$ cat src/design/fpwfa_pkg.sv
// Package for the fixed-partition worst-fit allocator.
// Request and status codes, default sizes, sequencer state and compare result types.
// No dependencies.
package fpwfa_pkg;

    localparam int DEF_MAX_SLOTS = 16;
    localparam int DEF_SIZE_BITS = 20;
    localparam int PID_W         = 16;
    localparam int TOTAL_MEM_W   = 20;
    localparam logic [TOTAL_MEM_W-1:0] TOTAL_MEM_RESET = 20'hFFFFF;

    localparam logic [1:0] REQ_DEFINE = 2'd0;
    localparam logic [1:0] REQ_ALLOC  = 2'd1;
    localparam logic [1:0] REQ_FREE   = 2'd2;

    localparam int STATUS_W = 3;
    localparam logic [STATUS_W-1:0] ST_OK       = 3'd0;
    localparam logic [STATUS_W-1:0] ST_DEF_REJ  = 3'd1;
    localparam logic [STATUS_W-1:0] ST_TOO_BIG  = 3'd2;
    localparam logic [STATUS_W-1:0] ST_NO_FIT   = 3'd3;
    localparam logic [STATUS_W-1:0] ST_NO_ID    = 3'd4;

    typedef enum logic [2:0] {
        S_IDLE = 3'b001,
        S_SCAN = 3'b010,
        S_FIN  = 3'b100
    } state_t;

    typedef struct packed {
        logic fit;
        logic take;
        logic hit;
    } cmp_res_t;

endpackage

$ cat src/design/fpwfa_ram.sv
// Generic single-write, single-read RAM with registered read data.
// No dependencies.
module fpwfa_ram #(
    parameter int WIDTH = 8,
    parameter int DEPTH = 16
) (
    input  logic                                  clk,
    input  logic                                  we,
    input  logic [(DEPTH > 1 ? $clog2(DEPTH) : 1)-1:0] waddr,
    input  logic [WIDTH-1:0]                      wdata,
    input  logic [(DEPTH > 1 ? $clog2(DEPTH) : 1)-1:0] raddr,
    output logic [WIDTH-1:0]                      rdata
);

    logic [WIDTH-1:0] mem [DEPTH];

    always_ff @(posedge clk)
    begin
        if (we)
        begin
            mem[waddr] <= wdata;
        end
        rdata <= mem[raddr];
    end

endmodule

$ cat src/design/fpwfa_cmp.sv
// Shared compare unit: checks one partition entry against the pending request.
// Depends on fpwfa_pkg.
module fpwfa_cmp import fpwfa_pkg::*; #(
    parameter int SIZE_BITS = DEF_SIZE_BITS
) (
    input  logic [SIZE_BITS-1:0] e_size,
    input  logic [PID_W-1:0]     e_owner,
    input  logic                 e_busy,
    input  logic [SIZE_BITS-1:0] req_size,
    input  logic [PID_W-1:0]     req_pid,
    input  logic                 found,
    input  logic [SIZE_BITS-1:0] best_size,
    output cmp_res_t             res
);

    always_comb
    begin
        res.fit  = (e_size >= req_size);
        res.take = res.fit && !e_busy && (!found || (e_size > best_size));
        res.hit  = e_busy && (e_owner == req_pid);
    end

endmodule

$ cat src/design/fixed_partition_worst_fit_allocator_top.sv
// Fixed-partition worst-fit allocator, top level with the request sequencer.
// Define and the reserved code go straight to the result stage; allocate and free scan the table
// one entry per cycle with one compare (a free stops after its hit), then go to the result stage.
// A request is taken only in idle, once the prior result is registered; an m_tready stall delays that.
// Reset: async active low; no partitions, no busy slots, next pid 0, total memory all ones in at most the low 20 bits.
// Depends on fpwfa_pkg, fpwfa_ram, fpwfa_cmp.
module fixed_partition_worst_fit_allocator_top import fpwfa_pkg::*; #(
    parameter int MAX_SLOTS = DEF_MAX_SLOTS,
    parameter int SIZE_BITS = DEF_SIZE_BITS,
    localparam int IDX_W  = (MAX_SLOTS > 1) ? $clog2(MAX_SLOTS) : 1,
    localparam int IN_W   = ((SIZE_BITS + PID_W + 7) / 8) * 8,
    localparam int OUT_W  = ((IDX_W + PID_W + 4 * SIZE_BITS + 7) / 8) * 8
) (
    input  logic                 clk,
    input  logic                 rst_n,
    input  logic                 cfg_we,
    input  logic [SIZE_BITS-1:0] cfg_wdata,    // total_memory
    input  logic                 s_tvalid,
    output logic                 s_tready,
    input  logic [IN_W-1:0]      s_tdata,      // req_size, req_pid
    input  logic [1:0]           s_tuser,      // req_type
    output logic                 m_tvalid,
    input  logic                 m_tready,
    output logic [OUT_W-1:0]     m_tdata,      // slot_index, granted_pid, slack_in_slot,
                                               // free_slot_total, unused_total,
                                               // unpartitioned_left
    output logic [STATUS_W-1:0]  m_tuser       // status
);

    localparam int CNT_W = $clog2(MAX_SLOTS + 1);
    localparam int ENT_W = PID_W + 2 * SIZE_BITS;
    localparam logic [SIZE_BITS-1:0] TOTAL_RST =
        (SIZE_BITS >= TOTAL_MEM_W) ? SIZE_BITS'(TOTAL_MEM_RESET) : '1;

    state_t               state_reg, state_next;
    logic [SIZE_BITS-1:0] total_reg, total_next;
    logic [SIZE_BITS-1:0] left_reg, left_next;
    logic [SIZE_BITS-1:0] free_sum_reg, free_sum_next;
    logic [SIZE_BITS-1:0] unused_reg, unused_next;
    logic [CNT_W-1:0]     count_reg, count_next;
    logic [PID_W-1:0]     pid_reg, pid_next;
    logic [MAX_SLOTS-1:0] busy_reg, busy_next;

    logic [1:0]           rtype_reg, rtype_next;
    logic [SIZE_BITS-1:0] rsize_reg, rsize_next;
    logic [PID_W-1:0]     rpid_reg, rpid_next;

    logic [CNT_W-1:0]     scan_reg, scan_next;
    logic                 chk_vld_reg, chk_vld_next;
    logic [IDX_W-1:0]     chk_idx_reg, chk_idx_next;
    logic                 found_reg, found_next;
    logic                 any_fit_reg, any_fit_next;
    logic                 hit_reg, hit_next;
    logic [IDX_W-1:0]     best_idx_reg, best_idx_next;
    logic [SIZE_BITS-1:0] best_size_reg, best_size_next;
    logic [SIZE_BITS-1:0] best_used_reg, best_used_next;

    logic                 ov_reg, ov_next;
    logic [STATUS_W-1:0]  o_status_reg, o_status_next;
    logic [IDX_W-1:0]     o_idx_reg, o_idx_next;
    logic [PID_W-1:0]     o_pid_reg, o_pid_next;
    logic [SIZE_BITS-1:0] o_slack_reg, o_slack_next;
    logic [SIZE_BITS-1:0] o_free_reg, o_free_next;
    logic [SIZE_BITS-1:0] o_unused_reg, o_unused_next;
    logic [SIZE_BITS-1:0] o_left_reg, o_left_next;

    logic                 ram_we;
    logic [IDX_W-1:0]     ram_waddr;
    logic [ENT_W-1:0]     ram_wdata;
    logic [ENT_W-1:0]     ram_rdata;
    logic [SIZE_BITS-1:0] e_size, e_used;
    logic [PID_W-1:0]     e_owner;
    logic                 issue;
    cmp_res_t             cmp_res;

    assign e_size  = ram_rdata[SIZE_BITS-1:0];
    assign e_used  = ram_rdata[2*SIZE_BITS-1:SIZE_BITS];
    assign e_owner = ram_rdata[ENT_W-1:2*SIZE_BITS];
    assign issue   = (scan_reg < count_reg);

    fpwfa_ram #(
        .WIDTH (ENT_W),
        .DEPTH (MAX_SLOTS)
    ) u_table (
        .clk   (clk),
        .we    (ram_we),
        .waddr (ram_waddr),
        .wdata (ram_wdata),
        .raddr (scan_reg[IDX_W-1:0]),
        .rdata (ram_rdata)
    );

    fpwfa_cmp #(
        .SIZE_BITS (SIZE_BITS)
    ) u_cmp (
        .e_size    (e_size),
        .e_owner   (e_owner),
        .e_busy    (busy_reg[chk_idx_reg]),
        .req_size  (rsize_reg),
        .req_pid   (rpid_reg),
        .found     (found_reg),
        .best_size (best_size_reg),
        .res       (cmp_res)
    );

    always_comb
    begin
        state_next     = state_reg;
        total_next     = total_reg;
        left_next      = left_reg;
        free_sum_next  = free_sum_reg;
        unused_next    = unused_reg;
        count_next     = count_reg;
        pid_next       = pid_reg;
        busy_next      = busy_reg;
        rtype_next     = rtype_reg;
        rsize_next     = rsize_reg;
        rpid_next      = rpid_reg;
        scan_next      = scan_reg;
        chk_vld_next   = chk_vld_reg;
        chk_idx_next   = chk_idx_reg;
        found_next     = found_reg;
        any_fit_next   = any_fit_reg;
        hit_next       = hit_reg;
        best_idx_next  = best_idx_reg;
        best_size_next = best_size_reg;
        best_used_next = best_used_reg;
        ov_next        = ov_reg;
        o_status_next  = o_status_reg;
        o_idx_next     = o_idx_reg;
        o_pid_next     = o_pid_reg;
        o_slack_next   = o_slack_reg;
        o_free_next    = o_free_reg;
        o_unused_next  = o_unused_reg;
        o_left_next    = o_left_reg;
        ram_we         = 1'b0;
        ram_waddr      = '0;
        ram_wdata      = '0;
        s_tready       = (state_reg == S_IDLE);

        if (ov_reg && m_tready)
        begin
            ov_next = 1'b0;
        end

        if (cfg_we)
        begin
            total_next = cfg_wdata;
            if (count_reg == '0)
            begin
                left_next = cfg_wdata;
            end
        end

        case (state_reg)
            S_IDLE:
            begin
                if (s_tvalid)
                begin
                    rtype_next   = s_tuser;
                    rsize_next   = s_tdata[SIZE_BITS-1:0];
                    rpid_next    = s_tdata[SIZE_BITS+PID_W-1:SIZE_BITS];
                    scan_next    = '0;
                    chk_vld_next = 1'b0;
                    found_next   = 1'b0;
                    any_fit_next = 1'b0;
                    hit_next     = 1'b0;
                    if (s_tuser inside {REQ_ALLOC, REQ_FREE})
                    begin
                        state_next = S_SCAN;
                    end
                    else
                    begin
                        state_next = S_FIN;
                    end
                end
            end
            S_SCAN:
            begin
                chk_vld_next = issue;
                chk_idx_next = scan_reg[IDX_W-1:0];
                if (issue)
                begin
                    scan_next = scan_reg + 1'b1;
                end
                if (!issue && !chk_vld_reg)
                begin
                    state_next = S_FIN;
                end
                if (chk_vld_reg)
                begin
                    if (rtype_reg == REQ_ALLOC)
                    begin
                        if (cmp_res.fit)
                        begin
                            any_fit_next = 1'b1;
                        end
                        if (cmp_res.take)
                        begin
                            found_next     = 1'b1;
                            best_idx_next  = chk_idx_reg;
                            best_size_next = e_size;
                        end
                    end
                    else if (cmp_res.hit)
                    begin
                        hit_next       = 1'b1;
                        best_idx_next  = chk_idx_reg;
                        best_size_next = e_size;
                        best_used_next = e_used;
                        state_next     = S_FIN;
                    end
                end
            end
            S_FIN:
            begin
                if (!ov_reg || m_tready)
                begin
                    ov_next       = 1'b1;
                    state_next    = S_IDLE;
                    o_status_next = ST_DEF_REJ;
                    o_idx_next    = '0;
                    o_pid_next    = '0;
                    o_slack_next  = '0;
                    case (rtype_reg)
                        REQ_DEFINE:
                        begin
                            if ((count_reg < CNT_W'(MAX_SLOTS)) && (rsize_reg <= left_reg))
                            begin
                                ram_we        = 1'b1;
                                ram_waddr     = count_reg[IDX_W-1:0];
                                ram_wdata     = {{PID_W{1'b0}}, {SIZE_BITS{1'b0}}, rsize_reg};
                                busy_next[count_reg[IDX_W-1:0]] = 1'b0;
                                left_next     = left_reg - rsize_reg;
                                free_sum_next = free_sum_reg + rsize_reg;
                                unused_next   = unused_reg + rsize_reg;
                                o_idx_next    = count_reg[IDX_W-1:0];
                                count_next    = count_reg + 1'b1;
                                o_status_next = ST_OK;
                            end
                        end
                        REQ_ALLOC:
                        begin
                            if (found_reg)
                            begin
                                ram_we        = 1'b1;
                                ram_waddr     = best_idx_reg;
                                ram_wdata     = {pid_reg, rsize_reg, best_size_reg};
                                busy_next[best_idx_reg] = 1'b1;
                                free_sum_next = free_sum_reg - best_size_reg;
                                unused_next   = unused_reg - rsize_reg;
                                o_idx_next    = best_idx_reg;
                                o_pid_next    = pid_reg;
                                o_slack_next  = best_size_reg - rsize_reg;
                                pid_next      = pid_reg + 1'b1;
                                o_status_next = ST_OK;
                            end
                            else if (any_fit_reg)
                            begin
                                o_status_next = ST_NO_FIT;
                            end
                            else
                            begin
                                o_status_next = ST_TOO_BIG;
                            end
                        end
                        REQ_FREE:
                        begin
                            if (hit_reg)
                            begin
                                ram_we        = 1'b1;
                                ram_waddr     = best_idx_reg;
                                ram_wdata     = {rpid_reg, {SIZE_BITS{1'b0}}, best_size_reg};
                                busy_next[best_idx_reg] = 1'b0;
                                free_sum_next = free_sum_reg + best_size_reg;
                                unused_next   = unused_reg + best_used_reg;
                                o_idx_next    = best_idx_reg;
                                o_status_next = ST_OK;
                            end
                            else
                            begin
                                o_status_next = ST_NO_ID;
                            end
                        end
                        default:
                        begin
                            o_status_next = ST_DEF_REJ;
                        end
                    endcase
                    o_free_next   = free_sum_next;
                    o_unused_next = unused_next;
                    o_left_next   = left_next;
                end
            end
            default:
            begin
                state_next = S_IDLE;
            end
        endcase
    end

    always_ff @(posedge clk or negedge rst_n)
    begin
        if (!rst_n)
        begin
            state_reg    <= S_IDLE;
            total_reg    <= TOTAL_RST;
            left_reg     <= TOTAL_RST;
            free_sum_reg <= '0;
            unused_reg   <= '0;
            count_reg    <= '0;
            pid_reg      <= '0;
            busy_reg     <= '0;
            scan_reg     <= '0;
            chk_vld_reg  <= 1'b0;
            found_reg    <= 1'b0;
            any_fit_reg  <= 1'b0;
            hit_reg      <= 1'b0;
            ov_reg       <= 1'b0;
        end
        else
        begin
            state_reg    <= state_next;
            total_reg    <= total_next;
            left_reg     <= left_next;
            free_sum_reg <= free_sum_next;
            unused_reg   <= unused_next;
            count_reg    <= count_next;
            pid_reg      <= pid_next;
            busy_reg     <= busy_next;
            scan_reg     <= scan_next;
            chk_vld_reg  <= chk_vld_next;
            found_reg    <= found_next;
            any_fit_reg  <= any_fit_next;
            hit_reg      <= hit_next;
            ov_reg       <= ov_next;
        end
    end

    always_ff @(posedge clk)
    begin
        rtype_reg     <= rtype_next;
        rsize_reg     <= rsize_next;
        rpid_reg      <= rpid_next;
        chk_idx_reg   <= chk_idx_next;
        best_idx_reg  <= best_idx_next;
        best_size_reg <= best_size_next;
        best_used_reg <= best_used_next;
        o_status_reg  <= o_status_next;
        o_idx_reg     <= o_idx_next;
        o_pid_reg     <= o_pid_next;
        o_slack_reg   <= o_slack_next;
        o_free_reg    <= o_free_next;
        o_unused_reg  <= o_unused_next;
        o_left_reg    <= o_left_next;
    end

    assign m_tvalid = ov_reg;
    assign m_tuser  = o_status_reg;
    assign m_tdata  = OUT_W'({o_left_reg, o_unused_reg, o_free_reg, o_slack_reg,
                              o_pid_reg, o_idx_reg});

endmodule

$ cat config.mk
export PLATFORM = sky130hd
export DESIGN_NAME = fixed_partition_worst_fit_allocator_top
export DESIGN_NICKNAME = d
export VERILOG_FILES = /design/src/design/fpwfa_pkg.sv /design/src/design/fpwfa_ram.sv /design/src/design/fpwfa_cmp.sv /design/src/design/fixed_partition_worst_fit_allocator_top.sv
export SDC_FILE = /design/constraint.sdc
export NUM_CORES = 2
export LEC_CHECK = 0
export BUFFER_PORTS_ARGS = -buffer_cell sky130_fd_sc_hd__buf_2
export CAP_MARGIN = 15
export CORE_MARGIN = 2
export CORE_UTILIZATION = 42
export CTS_CLUSTER_SIZE = 25
export DETAILED_ROUTE_END_ITERATION = 8
export PLACE_DENSITY = 0.55
export SLEW_MARGIN = 0
export SYNTH_ARGS = -nofsm -noshare
export SYNTH_HDL_FRONTEND = slang
export SYNTH_SLANG_ARGS = --single-unit
export TNS_END_PERCENT = 20
$ cat constraint.sdc
create_clock -name clk -period 11.5 [get_ports clk]
set_input_delay 2.3 -clock clk [delete_from_list [all_inputs] [get_ports clk]]
set_output_delay 2.3 -clock clk [all_outputs]
set_load 0.005 [all_outputs]
==> results.ini <==
[cells_and_area]
final_nets = 4020
multi_input_comb_area_um2 = 18500
ff_latch_area_um2 = 36500
regMostFlops = u_table.mem
largest_reg_flops = 896
drive_gt1_share_pct = 21.7
fin_util_pct = 48.3
reg.largest.list = u_table.mem x896, u_table.rdata x56
nFillCells = 11200
syn_to_final_growth_pct = 13.8

[cts]
cts-resized-gates = 0
cts-hold-fix-buffers = 0
ctsLongestPathBuffers = 3
clk_latency_ns = 0.78
post_cts_buffers = 0
cts_tree = built
cts_made_buffers = 132
htree_levels = 4
clkTransAtPathRegs_ns = 0.06
clock_sinks = 1251
cts_root_buf = clkbuf_16

[route]
wl_per_cell_um = 28.0
first_iter_violations = 3403
routed_wl_mm = 157
antenna_left = 0
route.detailed.drc = 0
via_count = 33000
dr.pass1.iters = 5
viasPerCell = 5.89

[grt]
grt_max_degree = 98
antenna_found_initial = 1
grt_pass1_wl_mm = 229
grt.overflow.total = 0
grt_pass1_vias = 32900
track_usage_pct = 23.1

[power]
vdd_drop_max_mv = 0.173
powerDensity_nw_per_um2 = 189
p_leak_uw = 0.0244

[sta]
fin_crit_sh_pct = 51.9
clock.fmax_mhz = 167
fin_skew_ns = 0.0330
finalHoldViolCount = 0
setup_violations = 0
worst_pin_slew_ns = 1.37
fin_crit_ns = 5.97
grt_setup_unrepaired = no
slew_viol_final = 0
slew_headroom_pct = 7.88
finalSetupTns_ns = 0

[synthesis]
syn_inst = 3509
yosys_warnings = 0
syn_area_um2 = 55900
ys_ff_latch = 1251
synth-edff-count = 1085
synth_top_flop_cell = edfxtp_1
ys_seq_area_share_pct = 65.2
synth.avg_cell_area_um2 = 15.9
ys_types = 97
ys_async_sr_fraction_pct = 8.79

[worst_setup_path]
cp-end-kind = register
critPathArrivalTime_ns = 6.36
cp_max_fo = 33
startpoint_type = register
cp_data_required_time_ns = 11.89
critical_path_class = register to register

[floorplanning]
placeableCoreArea_um2 = 132000
fp.dieH_um = 369
num_rows = 133
fp.dieArea_um2 = 136000
die_x_um = 369
pin_count = 176
initial_core_util_pct = 42.4

[placement]
io_buffers = 167
finalWeightedCongestion = 0.949
dp_hpwl_mm = 97.3

[min_path]
min_path_type = register to register

[job]
drv_cap = 0

[outcome]
status = completed

==> cell families after synthesis <==
group | synth area share, %
compound gates | 8.68
xor+xnor | 1.52
fa+ha+maj | 4.83
buf+inv | 1.93
flops | 65.2
mux | 12.4
other cells | 0.00671
simple gates | 5.38
==> cells in the final DEF (no fill, tap or decap), types with 44 or more instances in the layout <==
cell       Yosys  layout
a21o_1        60      60
a21oi_1      177     177
inv_1        116     115
xnor2_1       64      64
nor3_1        59      58
clkbuf_16      0     135
mux4_2       285     285
edfxtp_1    1085    1085
ha_1         203     203
nor2_1       210     192
o21ai_0      124     123
mux2i_1       44      44
dfxtp_1       56      56
nand3_1       47      46
nand2_1      146     144
buf_4          9      83
buf_2         19     166
dfrtp_1       89      85
==> routing by layer <==
metal / wire [um] / share of wire (%) / global-route usage (%) / up-vias
li1: - / - / - / 14500
met1: 70600 / 45 / 33.5 / 17200
met2: 71200 / 45 / 35.4 / 1152
met3: 9350 / 6.0 / 3.25 / 225
met4: 5910 / 3.8 / 8.60 / 2
met5: 13 / 0.0083 / 0 / -
==> cell type report <==
class	instances	share of cell area, %
antenna	1	0.00393
inverter	117	0.698
tap	1755	3.45
clock inverter	73	1.36
timing repair buffer	251	2.36
clock buffer	170	5.61
multi-input combinational	1989	29.1
sequential	1251	57.4
==> report_power, final <==
group	switching (uW)	internal [uW]
registers	233	5100
clock network	1820	2540
logic	1420	932
total	3480	8570
==> cell usage after synthesis (16+ instances only) <==
cell type,number,share of area (%)
o22ai_1,16,0.18
inv_1,116,0.78
nand4_1,25,0.28
nor2b_1,22,0.25
mux2i_1,44,0.79
and3_1,30,0.34
dfrtp_1,89,4.0
dfxtp_1,56,2.0
o221ai_1,17,0.27
nand3_1,47,0.42
a21oi_1,177,1.6
o211ai_1,20,0.27
edfxtp_1,1085,58
a22oi_1,38,0.51
o21bai_1,24,0.32
nand2_1,146,0.98
a221o_1,20,0.36
nor2_1,210,1.4
o21a_1,22,0.30
a21o_1,60,0.81
xor2_1,33,0.52
a211oi_1,18,0.24
ha_1,203,4.5
buf_2,19,0.17
dfstp_2,21,0.99
clkbuf_1,95,0.64
a31oi_1,19,0.21
mux4_2,285,11
nor3_1,59,0.53
nand2b_1,28,0.31
xnor2_1,64,1.0
o21ai_0,124,1.1
buf_1,32,0.21
==> critical path, stage by stage, from the launching register on <==
cell and delay [ns]:
edfxtp_1 0.51, inv_1 0.47, ha_1 0.41, a211o_1 0.32
o211ai_1 0.12, a211oi_1 0.14, o31ai_2 0.84, a21oi_4 0.15
a22oi_1 0.41, nand3_1 0.45, nor2_4 0.92, buf_4 0.76
==> worst paths after layout <==
kind                              startpoint                 end  slack [ns]  cells after the start
hold / removal             u_table.rdata[22]    best_used_reg[2]        0.40                      0
min in group asynchronous              rst_n         busy_reg[5]        1.69                      1
setup reg to reg                rsize_reg[7]  u_table.mem[9][14]        5.53                     11
max in group asynchronous              rst_n     free_sum_reg[4]        8.56                      2
setup / recovery                rsize_reg[7]  u_table.mem[9][14]        5.53                     11
hold reg to reg            u_table.rdata[22]    best_used_reg[2]        0.40                      0
==> stage by stage <==
stage	hold WS [ns]	power [uW]	cells	setup slack, ns	area, um2
6_report	0.402	12000	5607	5.53	63600
5_1_grt	0.412	12500	5606	5.37	63600
4_1_cts	0.402	12100	5605	5.46	63600
3_5_place_dp	0.389	7750	5362	4.87	59100
3_3_place_gp	0.386	7740	5362	4.86	59100
2_1_floorplan	0.386	7000	3512	5.26	55900
Note: power is estimated with default switching activity, not from simulation.
